$ cat src/design/sbd_pkg.sv
package sbd_pkg;

    localparam int unsigned DutyW = 8;
    localparam int unsigned CfgIdxW = 3;

    localparam logic [DutyW-1:0] PULSE_STEP = 8'd5;
    localparam logic [DutyW-1:0] LOW_PEAK   = 8'd75;
    localparam logic [DutyW-1:0] LOW_START  = 8'd5;
    localparam logic [DutyW-1:0] HIGH_FLOOR = 8'd155;
    localparam logic [DutyW-1:0] HIGH_START = 8'd250;
    localparam logic [DutyW-1:0] RAMP_TOP   = 8'd254;
    localparam logic [DutyW-1:0] DUTY_FULL  = 8'd255;
    localparam logic [DutyW-1:0] RAMP_LOW   = 8'd1;

    typedef enum logic [3:0] {
        PH_IDLE      = 4'd0,
        PH_SETTLE    = 4'd1,
        PH_RAMP      = 4'd2,
        PH_PAUSE     = 4'd3,
        PH_LOW_UP    = 4'd4,
        PH_LOW_DOWN  = 4'd5,
        PH_HIGH_DOWN = 4'd6,
        PH_HIGH_UP   = 4'd7,
        PH_RELEASE   = 4'd8
    } t_phase;

    typedef enum logic [CfgIdxW-1:0] {
        CFG_SETTLE     = 3'd0,
        CFG_RAMP_STEP  = 3'd1,
        CFG_PAUSE      = 3'd2,
        CFG_LOW_PULSE  = 3'd3,
        CFG_HIGH_PULSE = 3'd4,
        CFG_RELEASE    = 3'd5
    } t_cfg_idx;

    typedef struct packed {
        logic [DutyW-1:0] settle_ms;
        logic [DutyW-1:0] ramp_step_ms;
        logic [DutyW-1:0] limit_pause_ms;
        logic [DutyW-1:0] low_pulse_step_ms;
        logic [DutyW-1:0] high_pulse_step_ms;
        logic [DutyW-1:0] release_wait_ms;
    } t_cfg;

    typedef struct packed {
        t_phase           phase;
        logic [DutyW-1:0] duty_level;
        logic             drive_enabled;
        logic             going_down;
        logic [DutyW-1:0] wait_count;
        logic [DutyW-1:0] pulse_level;
    } t_state;

    typedef struct packed {
        t_state st;
        logic   cont;
    } t_dec;

    // One decision of the dimmer sequence; cont asks for another in the same tick.
    function automatic t_dec sbd_decide(t_state s, logic held, t_cfg c);
        t_dec             d;
        logic [DutyW-1:0] p;
        d = '{st: s, cont: 1'b0};
        p = '0;
        unique case (s.phase)
            PH_SETTLE: begin
                d.st.pulse_level = s.duty_level;
                d.st.phase = PH_RAMP;
                d.cont = 1'b1;
            end
            PH_RAMP: begin
                if (held && (s.going_down ? (s.pulse_level != '0)
                                          : (s.pulse_level != DUTY_FULL))) begin
                    d.st.duty_level = s.pulse_level;
                    d.st.drive_enabled = 1'b1;
                    d.st.wait_count = c.ramp_step_ms;
                    d.st.pulse_level = s.going_down ? s.pulse_level - 8'd1
                                                    : s.pulse_level + 8'd1;
                end else begin
                    d.st.phase = PH_PAUSE;
                    d.st.wait_count = c.limit_pause_ms;
                end
            end
            PH_PAUSE: begin
                if (s.going_down && s.duty_level == RAMP_LOW) begin
                    d.st.phase = PH_LOW_DOWN;
                    d.st.pulse_level = LOW_START;
                    d.cont = 1'b1;
                end else if (!s.going_down && s.duty_level == RAMP_TOP) begin
                    d.st.phase = PH_HIGH_UP;
                    d.st.pulse_level = HIGH_START;
                    d.cont = 1'b1;
                end else begin
                    d.st.going_down = !s.going_down;
                    d.st.phase = PH_RELEASE;
                    d.st.wait_count = c.release_wait_ms;
                end
            end
            PH_LOW_UP: begin
                p = s.pulse_level + PULSE_STEP;
                if (p > LOW_PEAK) begin
                    p = LOW_PEAK;
                    d.st.phase = PH_LOW_DOWN;
                end
                d.st.pulse_level = p;
                d.st.duty_level = p;
                d.st.drive_enabled = 1'b1;
                d.st.wait_count = c.low_pulse_step_ms;
            end
            PH_LOW_DOWN: begin
                p = s.pulse_level - PULSE_STEP;
                d.st.pulse_level = p;
                if (p != '0) begin
                    d.st.duty_level = p;
                    d.st.drive_enabled = 1'b1;
                    d.st.wait_count = c.low_pulse_step_ms;
                end else if (held) begin
                    d.st.phase = PH_LOW_UP;
                    d.st.duty_level = '0;
                    d.st.drive_enabled = 1'b1;
                    d.st.wait_count = c.low_pulse_step_ms;
                end else begin
                    d.st.duty_level = '0;
                    d.st.drive_enabled = 1'b0;
                    d.st.going_down = 1'b0;
                    d.st.phase = PH_RELEASE;
                    d.st.wait_count = c.release_wait_ms;
                end
            end
            PH_HIGH_DOWN: begin
                p = s.pulse_level - PULSE_STEP;
                if (p <= HIGH_FLOOR) begin
                    p = HIGH_FLOOR;
                    d.st.phase = PH_HIGH_UP;
                end
                d.st.pulse_level = p;
                d.st.duty_level = p;
                d.st.drive_enabled = 1'b1;
                d.st.wait_count = c.high_pulse_step_ms;
            end
            PH_HIGH_UP: begin
                if (s.pulse_level < HIGH_START) begin
                    p = s.pulse_level + PULSE_STEP;
                    d.st.pulse_level = p;
                    d.st.duty_level = p;
                    d.st.drive_enabled = 1'b1;
                    d.st.wait_count = c.high_pulse_step_ms;
                end else if (held) begin
                    d.st.phase = PH_HIGH_DOWN;
                    d.st.pulse_level = DUTY_FULL;
                    d.st.duty_level = DUTY_FULL;
                    d.st.drive_enabled = 1'b1;
                    d.st.wait_count = c.high_pulse_step_ms;
                end else begin
                    d.st.duty_level = DUTY_FULL;
                    d.st.going_down = 1'b1;
                    d.st.phase = PH_RELEASE;
                    d.st.wait_count = c.release_wait_ms;
                end
            end
            PH_RELEASE: begin
                d.st.phase = PH_IDLE;
                d.cont = 1'b1;
            end
            default: begin
                d.st.phase = PH_IDLE;
                if (held) begin
                    d.st.phase = PH_SETTLE;
                    d.st.wait_count = c.settle_ms;
                end
            end
        endcase
        return d;
    endfunction

endpackage

$ cat src/design/sbd_if.sv
interface sbd_in_if;
    logic valid;
    logic ready;
    logic button_held;

    modport source (output valid, output button_held, input ready);
    modport sink (input valid, input button_held, output ready);
endinterface

interface sbd_out_if;
    logic                    valid;
    logic                    ready;
    logic [sbd_pkg::DutyW-1:0] duty;
    logic                    drive_on;

    modport source (output valid, output duty, output drive_on, input ready);
    modport sink (input valid, input duty, input drive_on, output ready);
endinterface

interface sbd_cfg_if;
    logic                        valid;
    logic                        ready;
    logic [sbd_pkg::CfgIdxW-1:0] index;
    logic [sbd_pkg::DutyW-1:0]   data;

    modport source (output valid, output index, output data, input ready);
    modport sink (input valid, input index, input data, output ready);
endinterface

$ cat src/design/sbd_cfg_regs.sv
module sbd_cfg_regs (
    input  logic          i_clk,
    input  logic          i_rst_n,
    sbd_cfg_if.sink       i_cfg,
    output sbd_pkg::t_cfg o_cfg
);
    import sbd_pkg::*;

    t_cfg r_cfg;
    t_cfg n_cfg;

    assign i_cfg.ready = 1'b1;
    assign o_cfg = r_cfg;

    always_comb begin
        n_cfg = r_cfg;
        if (i_cfg.valid) begin
            unique case (t_cfg_idx'(i_cfg.index))
                CFG_SETTLE:     n_cfg.settle_ms = i_cfg.data;
                CFG_RAMP_STEP:  n_cfg.ramp_step_ms = i_cfg.data;
                CFG_PAUSE:      n_cfg.limit_pause_ms = i_cfg.data;
                CFG_LOW_PULSE:  n_cfg.low_pulse_step_ms = i_cfg.data;
                CFG_HIGH_PULSE: n_cfg.high_pulse_step_ms = i_cfg.data;
                CFG_RELEASE:    n_cfg.release_wait_ms = i_cfg.data;
                default:        n_cfg = r_cfg;
            endcase
        end
    end

    always_ff @(posedge i_clk) begin
        if (!i_rst_n) begin
            r_cfg <= '{settle_ms: 8'd100, ramp_step_ms: 8'd5, limit_pause_ms: 8'd50,
                       low_pulse_step_ms: 8'd13, high_pulse_step_ms: 8'd10,
                       release_wait_ms: 8'd100};
        end else begin
            r_cfg <= n_cfg;
        end
    end
endmodule

$ cat src/design/sbd_core.sv
module sbd_core (
    input  logic                      i_clk,
    input  logic                      i_rst_n,
    input  sbd_pkg::t_cfg             i_cfg,
    input  logic                      i_step,
    input  logic                      i_held,
    output logic [sbd_pkg::DutyW-1:0] o_duty,
    output logic                      o_drive_on
);
    import sbd_pkg::*;

    t_state r_state;
    t_state n_state;
    t_dec   dec_first;
    t_dec   dec_second;

    assign dec_first  = sbd_decide(r_state, i_held, i_cfg);
    assign dec_second = sbd_decide(dec_first.st, i_held, i_cfg);

    always_comb begin
        n_state = r_state;
        if (r_state.wait_count > 8'd1) begin
            n_state.wait_count = r_state.wait_count - 8'd1;
        end else if (dec_first.cont) begin
            n_state = dec_second.st;
        end else begin
            n_state = dec_first.st;
        end
    end

    assign o_duty     = n_state.duty_level;
    assign o_drive_on = n_state.drive_enabled;

    always_ff @(posedge i_clk) begin
        if (!i_rst_n) begin
            r_state <= '{phase: PH_IDLE, duty_level: '0, drive_enabled: 1'b0,
                         going_down: 1'b0, wait_count: '0, pulse_level: '0};
        end else if (i_step) begin
            r_state <= n_state;
        end
    end
endmodule

$ cat src/design/single_button_dimmer_ramp_unit.sv
// Single-button lamp dimmer, one request per millisecond tick.
// The input channel carries the button level of one tick. Every accepted
// request yields exactly one result request with the lamp duty and the
// drive enable that hold after that tick, in order.
// The configuration channel writes the six delay registers by index; it is
// always ready, and writes to indexes above five are dropped. It is meant to
// be used only while no request is in flight.
// A request is captured in an input register and passes through the dimmer
// sequencer into the result register once that register is empty or its
// result is taken. One request per cycle is sustained while the receiver takes
// results; the sequencer update is two chained decision steps of short logic.
// When the receiver stalls, the result register holds its request and the
// input register still takes one more request, after which input ready
// drops until the result is taken.
// Synchronous active-low reset returns the delay registers to their defaults,
// the sequencer to idle with the lamp off, and empties both registers.
module single_button_dimmer_ramp_unit (
    input  logic       i_clk,
    input  logic       i_rst_n,
    sbd_in_if.sink     i_in,
    sbd_out_if.source  o_out,
    sbd_cfg_if.sink    i_cfg
);
    import sbd_pkg::*;

    t_cfg             cfg;
    logic             r_in_vld;
    logic             r_in_held;
    logic             r_out_vld;
    logic [DutyW-1:0] r_duty;
    logic             r_drive;
    logic             step;
    logic [DutyW-1:0] n_duty;
    logic             n_drive;

    sbd_cfg_regs u_cfg_regs (
        .i_clk   (i_clk),
        .i_rst_n (i_rst_n),
        .i_cfg   (i_cfg),
        .o_cfg   (cfg)
    );

    sbd_core u_core (
        .i_clk      (i_clk),
        .i_rst_n    (i_rst_n),
        .i_cfg      (cfg),
        .i_step     (step),
        .i_held     (r_in_held),
        .o_duty     (n_duty),
        .o_drive_on (n_drive)
    );

    assign step       = r_in_vld && (!r_out_vld || o_out.ready);
    assign i_in.ready = !r_in_vld || step;

    assign o_out.valid    = r_out_vld;
    assign o_out.duty     = r_duty;
    assign o_out.drive_on = r_drive;

    always_ff @(posedge i_clk) begin
        if (!i_rst_n) begin
            r_in_vld  <= 1'b0;
            r_out_vld <= 1'b0;
        end else begin
            if (i_in.valid && i_in.ready) begin
                r_in_vld <= 1'b1;
            end else if (step) begin
                r_in_vld <= 1'b0;
            end
            if (step) begin
                r_out_vld <= 1'b1;
            end else if (o_out.ready) begin
                r_out_vld <= 1'b0;
            end
        end
    end

    always_ff @(posedge i_clk) begin
        if (i_in.valid && i_in.ready) begin
            r_in_held <= i_in.button_held;
        end
        if (step) begin
            r_duty  <= n_duty;
            r_drive <= n_drive;
        end
    end
endmodule

$ cat src/flat_wrapper.sv
// flat-port wrapper written by rule: the top's interface ports become plain ports
module single_button_dimmer_ramp_unit_flat import sbd_pkg::*;
  (i_clk, i_rst_n, i_in_valid, i_in_button_held, i_in_ready, o_out_valid, o_out_duty, o_out_drive_on, o_out_ready, i_cfg_valid, i_cfg_index, i_cfg_data, i_cfg_ready);
  sbd_in_if i_in_i ();
  sbd_out_if o_out_i ();
  sbd_cfg_if i_cfg_i ();
  input  logic i_clk;
  input  logic i_rst_n;
  input wire logic [$bits(i_in_i.valid)-1:0] i_in_valid;
  input wire logic [$bits(i_in_i.button_held)-1:0] i_in_button_held;
  output wire logic [$bits(i_in_i.ready)-1:0] i_in_ready;
  output wire logic [$bits(o_out_i.valid)-1:0] o_out_valid;
  output wire logic [$bits(o_out_i.duty)-1:0] o_out_duty;
  output wire logic [$bits(o_out_i.drive_on)-1:0] o_out_drive_on;
  input wire logic [$bits(o_out_i.ready)-1:0] o_out_ready;
  input wire logic [$bits(i_cfg_i.valid)-1:0] i_cfg_valid;
  input wire logic [$bits(i_cfg_i.index)-1:0] i_cfg_index;
  input wire logic [$bits(i_cfg_i.data)-1:0] i_cfg_data;
  output wire logic [$bits(i_cfg_i.ready)-1:0] i_cfg_ready;
  assign i_in_i.valid = i_in_valid;
  assign i_in_i.button_held = i_in_button_held;
  assign i_in_ready = i_in_i.ready;
  assign o_out_valid = o_out_i.valid;
  assign o_out_duty = o_out_i.duty;
  assign o_out_drive_on = o_out_i.drive_on;
  assign o_out_i.ready = o_out_ready;
  assign i_cfg_i.valid = i_cfg_valid;
  assign i_cfg_i.index = i_cfg_index;
  assign i_cfg_i.data = i_cfg_data;
  assign i_cfg_ready = i_cfg_i.ready;
  single_button_dimmer_ramp_unit u_core (.i_clk(i_clk), .i_rst_n(i_rst_n), .i_in(i_in_i), .o_out(o_out_i), .i_cfg(i_cfg_i));
endmodule
$ cat config.mk
export PLATFORM = sky130hd
export DESIGN_NAME = single_button_dimmer_ramp_unit_flat
export DESIGN_NICKNAME = d
export VERILOG_FILES = /design/src/design/sbd_pkg.sv /design/src/design/sbd_if.sv /design/src/design/sbd_cfg_regs.sv /design/src/design/sbd_core.sv /design/src/design/single_button_dimmer_ramp_unit.sv /design/src/flat_wrapper.sv
export SDC_FILE = /design/constraint.sdc
export NUM_CORES = 1
export LEC_CHECK = 0
export BUFFER_PORTS_ARGS = -buffer_cell sky130_fd_sc_hd__clkbuf_2
export CORE_UTILIZATION = 50
export DETAILED_ROUTE_END_ITERATION = 8
export GPL_TIMING_DRIVEN = 0
export PLACE_DENSITY = 0.65
export REMOVE_ABC_BUFFERS = 1
export SLEW_MARGIN = 20
export SYNTH_ARGS = -nofsm -noshare
export SYNTH_HDL_FRONTEND = slang
export SYNTH_SLANG_ARGS = --single-unit
$ cat constraint.sdc
create_clock -name i_clk -period 6.5 [get_ports i_clk]
set_input_delay 0.65 -clock i_clk [delete_from_list [all_inputs] [get_ports i_clk]]
set_output_delay 0.65 -clock i_clk [all_outputs]
set_load 0.005 [all_outputs]
**Word-level counts from Yosys, hierarchy flattened**

Index checks and enable logic that the tools add are counted.

- Output and inout bits: 12
- Register bits after elaboration: 90
- Input bits: 17
- Memories kept: 0
- Logic and storage cells: 172
- RAM bits: 0
- Memory bits (read-only): 0
- Latch bits: 0

- Divide/modulo/power cells: 0
- Reductions and logical operators: 30
- Bitwise operators: 1
- $mul: 0
- Mux-type cells: 81
- Order comparisons: 7
- Eq/ne operators: 27
- Shift operators: 0
- Add/subtract/negate cells: 9

Operator list:

| cell | number |
|---|---|
| 8-bit case mux with 7 select lines | 4 |
| 8-bit 2-to-1 mux | 19 |
| 9-bit 2-to-1 mux | 14 |
| 9-bit case mux with 5 select lines | 2 |
| 4-bit case mux with 8 select lines | 2 |
| 4-bit 2-to-1 mux | 14 |
| 4-bit by 3-bit == test with 1-bit output (second input constant) | 8 |
| 16-bit 2-to-1 mux | 2 |
| 8-bit nonzero test | 4 |
| 30-bit 2-to-1 mux | 1 |
| 8-bit by 1-bit subtractor with 8-bit output (second input constant) | 3 |
| 1-bit 2-to-1 mux | 17 |
| 8-bit by 1-bit adder with 8-bit output (second input constant) | 2 |
| 8-bit by 3-bit adder with 8-bit output (second input constant) | 2 |
| 4-bit by 2-bit == test with 1-bit output (second input constant) | 4 |
| 8-bit by 1-bit == test with 1-bit output (second input constant) | 2 |
| 8-bit == test (second input constant) | 2 |
| 8-bit by 7-bit > comparator with 1-bit output (second input constant) | 2 |
| 8-bit <= comparator (second input constant) | 2 |
| 8-bit less-than comparator (second input constant) | 2 |
| 8-bit != test (second input constant) | 2 |
| 8-bit by 3-bit subtractor with 8-bit output (second input constant) | 2 |
| 2-bit AND reduction | 7 |
| 13-bit 2-to-1 mux | 1 |
| other kinds (17) | 35 |

**Longest topological paths before layout**

- Depth in word-level cells: 12
- Mapped depth: 23
- Gate-level depth less buffers: 20

**Modules after synthesis**

Synthesis repeated with hierarchy kept, for this count alone.

- Cells, all modules: 1228
- Area total of the unflattened synthesis: 9291.4 um2

By module, submodules not included:

| module | sequential area each (um2) | cells an instance | times used | area an instance (um2) |
|---|---|---|---|---|
| sbd_core | 600.6 | 1028 | 1 | 7011.7 |
| sbd_cfg_regs | 960.9 | 181 | 1 | 1875.5 |
| single_button_dimmer_ramp_unit | 340.3 | 19 | 1 | 404.1 |

**Worst setup path after synthesis**

OpenSTA, ideal clock, no wires.

- Path kind: reg2reg
- From: register u_core.u_core.r_state[0] in the netlist's numbering
- To: register u_core.u_core.r_state[7] in the netlist's numbering
- Data arrival time: 5.026 ns
- Clock period less this slack: 5.085 ns
- Path slack: 1.415 ns
- Stages on the path, launching flop included: 22
- Path buffers: 2
- Required time: 6.442 ns
- Setup time: 0.058 ns
- Path through: dfxtp_1 > clkbuf_1 > clkbuf_1 > inv_1 > ha_1 > nor2b_1 > nor3_1 > or3_4 > o21a_1 > a221o_1 > a21oi_2 > a2bb2oi_2 > inv_2 > ha_1 > a21oi_1 > o21ai_0 > maj3_2 > a21oi_1 > mux2i_1 > or3_1 > o211ai_1 > o211a_1

- Word-level cells in the longest chain between the ends: 11
- Elaborated cells between the ends (all ways): 67
- Classes of those cells: add/sub (8); order compare (6); eq/ne (11); mux (34); reduce/logical (8)

Ends and longest elaborated chain:

| what | line | RTL |
|---|---|---|
| start: declaration | sbd_core.sv:12 | `t_state r_state;` |
| start signal: assignment | sbd_core.sv:36 | `r_state <= '{phase: PH_IDLE, duty_level: '0, drive_enabled: 1'b0,` |
| start signal: assignment | sbd_core.sv:39 | `r_state <= n_state;` |
| parallel branches: the longest is 10 deep, another holds 8-bit by 3-bit subtractor with 8-bit output | -- |  |
| 30-bit 2-to-1 mux * | sbd_core.sv:24 | `end else if (dec_first.cont) begin` |

Every way passes the cells marked *.
A chain may end at the register's enable or synchronous reset.

**Final worst setup path**

- From: register u_core.u_core.r_state[27] in the netlist's numbering
- To: register u_core.r_duty[0], in the netlist u_core.o_out.duty[0], data pin

- Word-level cells in the longest chain between the ends: 9
- Elaborated cells between the ends (all ways): 42
- Classes of those cells: add/sub (2); order compare (3); eq/ne (14); mux (19); reduce/logical (4)

Ends and longest elaborated chain:

| what | line | RTL |
|---|---|---|
| parallel branches: the longest is 7 deep, another holds 8-bit by 3-bit subtractor with 8-bit output | -- |  |
| 30-bit 2-to-1 mux * | sbd_core.sv:24 |  |
| 10-bit 2-to-1 mux * | sbd_core.sv:22 | `if (r_state.wait_count > 8'd1) begin` |
| named net u_core.n_duty[0] | single_button_dimmer_ramp_unit.sv:33 | `logic [DutyW-1:0] n_duty;` |
| end signal: assignment | single_button_dimmer_ramp_unit.sv:83 | `r_duty <= n_duty;` |
| end: declaration | single_button_dimmer_ramp_unit.sv:30 | `logic [DutyW-1:0] r_duty;` |

Mark *: on every way through the listed nets, which the timed path passes.

==> impl_results.md <==
- Status: complete, no violations
- Crit-path max FO: 24
- Unique masters post-synth: 110
- Port Buffers: 27
- Area delta synth->final: 5.447%
- Critical path, cell by cell: nor4b_1, o21ai_0, nor2_1, nand2_1, nand4_1, o22a_1, o211ai_1, or4_1, nand3_2, nor2_2, nor4_1, o21ai_1, a31o_1
- Die area: 17850 sq um
- Core area: 16760 sq um
- Cell with the most instances after synthesis: nand2_1
- Initial Util: 0.5167
- VDD IR-drop max: 0.3963 mV
- Peak Freq: 163.6 MHz
- Worst setup margin: 0.3858 ns
- Wirelength per Cell: 22.82 um
- Worst reg2reg setup slack: 0.39 ns
- Vias in the first global route: 8412
- Hold_ws: 0.4753 ns
- CP Capture Point: u_core.o_out.duty[0]
- DR iter-0 viols: 1231
- Critical path's slowest cell: dfxtp_1
- Top cells by area, synth: dfxtp_1 (18%), nand2_1 (7.4%), a21oi_1 (5.7%)
- DPL Wire Length: 22.22 mm
- Worst-Margin Slew: 1.276 ns
- Static leakage: 3.327 nW
- CTS max path bufs: 2
- Grt ovf: 0
- Global-route wire length before repair: 47.87 mm
- Die height: 133.6 um
- Fin crit share: 0.9407
- Max-cap violation count: 0
- Relative slew margins: 0.1459
- CTS tree: yes
- DRT antenna net count: 0
- Fillers: 1687
- Fin Clk Skew: 0.007736 ns
- Cells after Synth: 1167
- Rows: 47
- PwrDens: 597.2 nW/um^2
- Post-synth top area share: 0.1849
- Total CTS buffers: 9
- Yosys warns: 0
- H-tree levels: 3
- IO Count: 29
- Worst EP arrival: 6.21 ns
- DR vias: 9468
- Reg clk slew, reported paths: 0.07 ns
- Largest net degree at the start of global routing: 46
- Asr flop ratio synth: 0
- Hold Path Stages: 2
- Post-synth top cells: nand2_1 (171), a21oi_1 (98), o21ai_0 (91), nor2_1 (83), dfxtp_1 (80)
- Routability Congestion: 0.9793
- Final Hold Vio Count: 0
- CP Class: register to register
- Worst skew pair latency: 0.35 ns
- Nature of the critical path endpoint: register
- Cell taking the most area after synthesis: dfxtp_1
- DR pass1 iterations: 5
- Reg-to-Reg Start: u_core.u_core.r_state[27]
- CTS root buf: clkbuf_16
- ANT cells: 0
- Power, Total: 5.453 mW
- Number of synthesized flops with an enable pin: 10
- Post-layout util: 0.5448
- Mean post-synth cell area: 7.420 sq um
- Antenna violations before repair: 0
- RSZ-0062 raised after global routing: false
- Critical Path Start: u_core.u_core.r_state[27]
- Final worst path period need: 6.114 ns
- Critical Path Max Stage Delay: 0.85 ns
- Ys flop type: dfxtp_1
- # DRC: 0
- Class of the worst hold path: register to register
- Yosys reg bits: 90
- Nets: 1176
- Reg2reg path depth: 13
- R2r endpoint: u_core.o_out.duty[0]
- Slew Viols, Final: 0
- Critical Path Source Type: register
- Pre-CTS WS: 0.02809 ns
- Syn Std Cell Area: 8660 sq um
- Post-Route WL: 31.06 mm
- Die X: 133.6 um
- Register area share after synthesis: 0.2196
- Share of cells above drive strength 1: 0.1131
- Vias per cell: 6.957
- Final count of negative-setup-slack endpoints: 0
- CTS Sinks: 90
- CP required: 6.60 ns
- Total GRT Usage: 0.3451
how the worst min path moves through the flow:
stage | startpoint | to | slack (ns)
finish | u_core.u_cfg_regs.o_cfg[24] | u_core.u_cfg_regs.o_cfg[24] | 0.48
global route | i_in_button_held | u_core.r_in_held | 0.48
CTS | u_core.u_cfg_regs.o_cfg[24] | u_core.u_cfg_regs.o_cfg[24] | 0.47
detailed placement | u_core.u_cfg_regs.o_cfg[35] | u_core.u_cfg_regs.o_cfg[35] | 0.47
global placement | u_core.u_cfg_regs.o_cfg[35] | u_core.u_cfg_regs.o_cfg[35] | 0.46
floorplan | u_core.u_cfg_regs.o_cfg[47] | u_core.u_cfg_regs.o_cfg[47] | 0.44
per-stage QoR:
step	cells	area [sq um]	TNS [ns]
finish	1361	9131	0
detailed placement	1342	8793	0
floorplan	1091	8310	0
global route	1361	9131	0
CTS	1358	9079	0
global placement	1338	8721	-0.8333
cell families after synthesis:
logic type,share of synthesized area
and+or+nand+nor,0.2599
AOI/OAI and AO/OA,0.3466
buffers and inverters,0.05519
DFF,0.2196
muxes,0.05043
xor gates and xnor gates,0.03034
adders and majority gates,0.03742
other,0.0004330
metal layers:
metal / vias up / GRT usage / part of all wire
met2: 644 / 0.4890 / 0.42
met4: 0 / 0.1187 / 0.025
met1: 4409 / 0.5177 / 0.44
met3: 75 / 0.05936 / 0.11
li1: 4340 / - / -
met5: - / 0 / 0
cells in the final DEF, fill, tap and decap left out, types with 12 or more instances in the layout:
cell type,n
a21oi_1,98
nand2_1,171
nor3_1,24
xnor2_1,17
o211ai_1,15
xor2_1,13
mux2_2,12
nand3_1,37
nand2b_1,13
clkbuf_2,27
inv_1,29
a221oi_1,17
or3_1,12
mux2i_1,29
ha_1,21
o221ai_1,13
a31oi_1,15
a211oi_1,14
a21o_1,12
o21ai_0,91
dfxtp_1,75
nor2_1,82
state kept, by name, summed over array words and instances (netlist names):
name / cells
u_core.o_out.drive_on: 1
u_core.o_out.duty: 8
u_core.o_out.valid: 1
u_core.r_in_held: 1
u_core.r_in_vld: 1
u_core.u_cfg_regs.o_cfg: 48
u_core.u_core.r_state: 30
worst max-delay path: cells and delay by family, from the launching register on:
| kind | cells | cell delay [ns] |
|---|---|---|
| DFF | 1 | 0.85 |
| AOI/OAI and AO/OA | 5 | 1.56 |
| and+or+nand+nor | 8 | 3.43 |
timing repair:
action | 4_1_cts | 5_1_grt
pin swaps | 0 | 2
hold buffers | 0 | 0
setup endpoints to repair | 1 | 15
setup buffers | 0 | 3
resized for setup | 1 | 6
where the power goes:
| group | internal, mW | switching (mW) | leakage [nW] |
|---|---|---|---|
| sequential | 0.681 | 0.269 | 0.749 |
| clock | 0.267 | 0.246 | 0.137 |
| combinational | 1.42 | 2.57 | 2.44 |
layout make-up:
| class | count | area [sq um] | area share |
|---|---|---|---|
| Clock buffer | 9 | 225.2 | 0.02466 |
| Timing Repair Buffer | 34 | 198.9 | 0.02179 |
| Multi-Input combinational cell | 967 | 6336 | 0.6939 |
| Tap cell | 220 | 275.3 | 0.03015 |
| Clock inverter | 7 | 58.81 | 0.006440 |
| Inverter | 34 | 128.9 | 0.01411 |
| Sequential cell | 90 | 1908 | 0.2090 |
(Power assumes the default switching activity.)
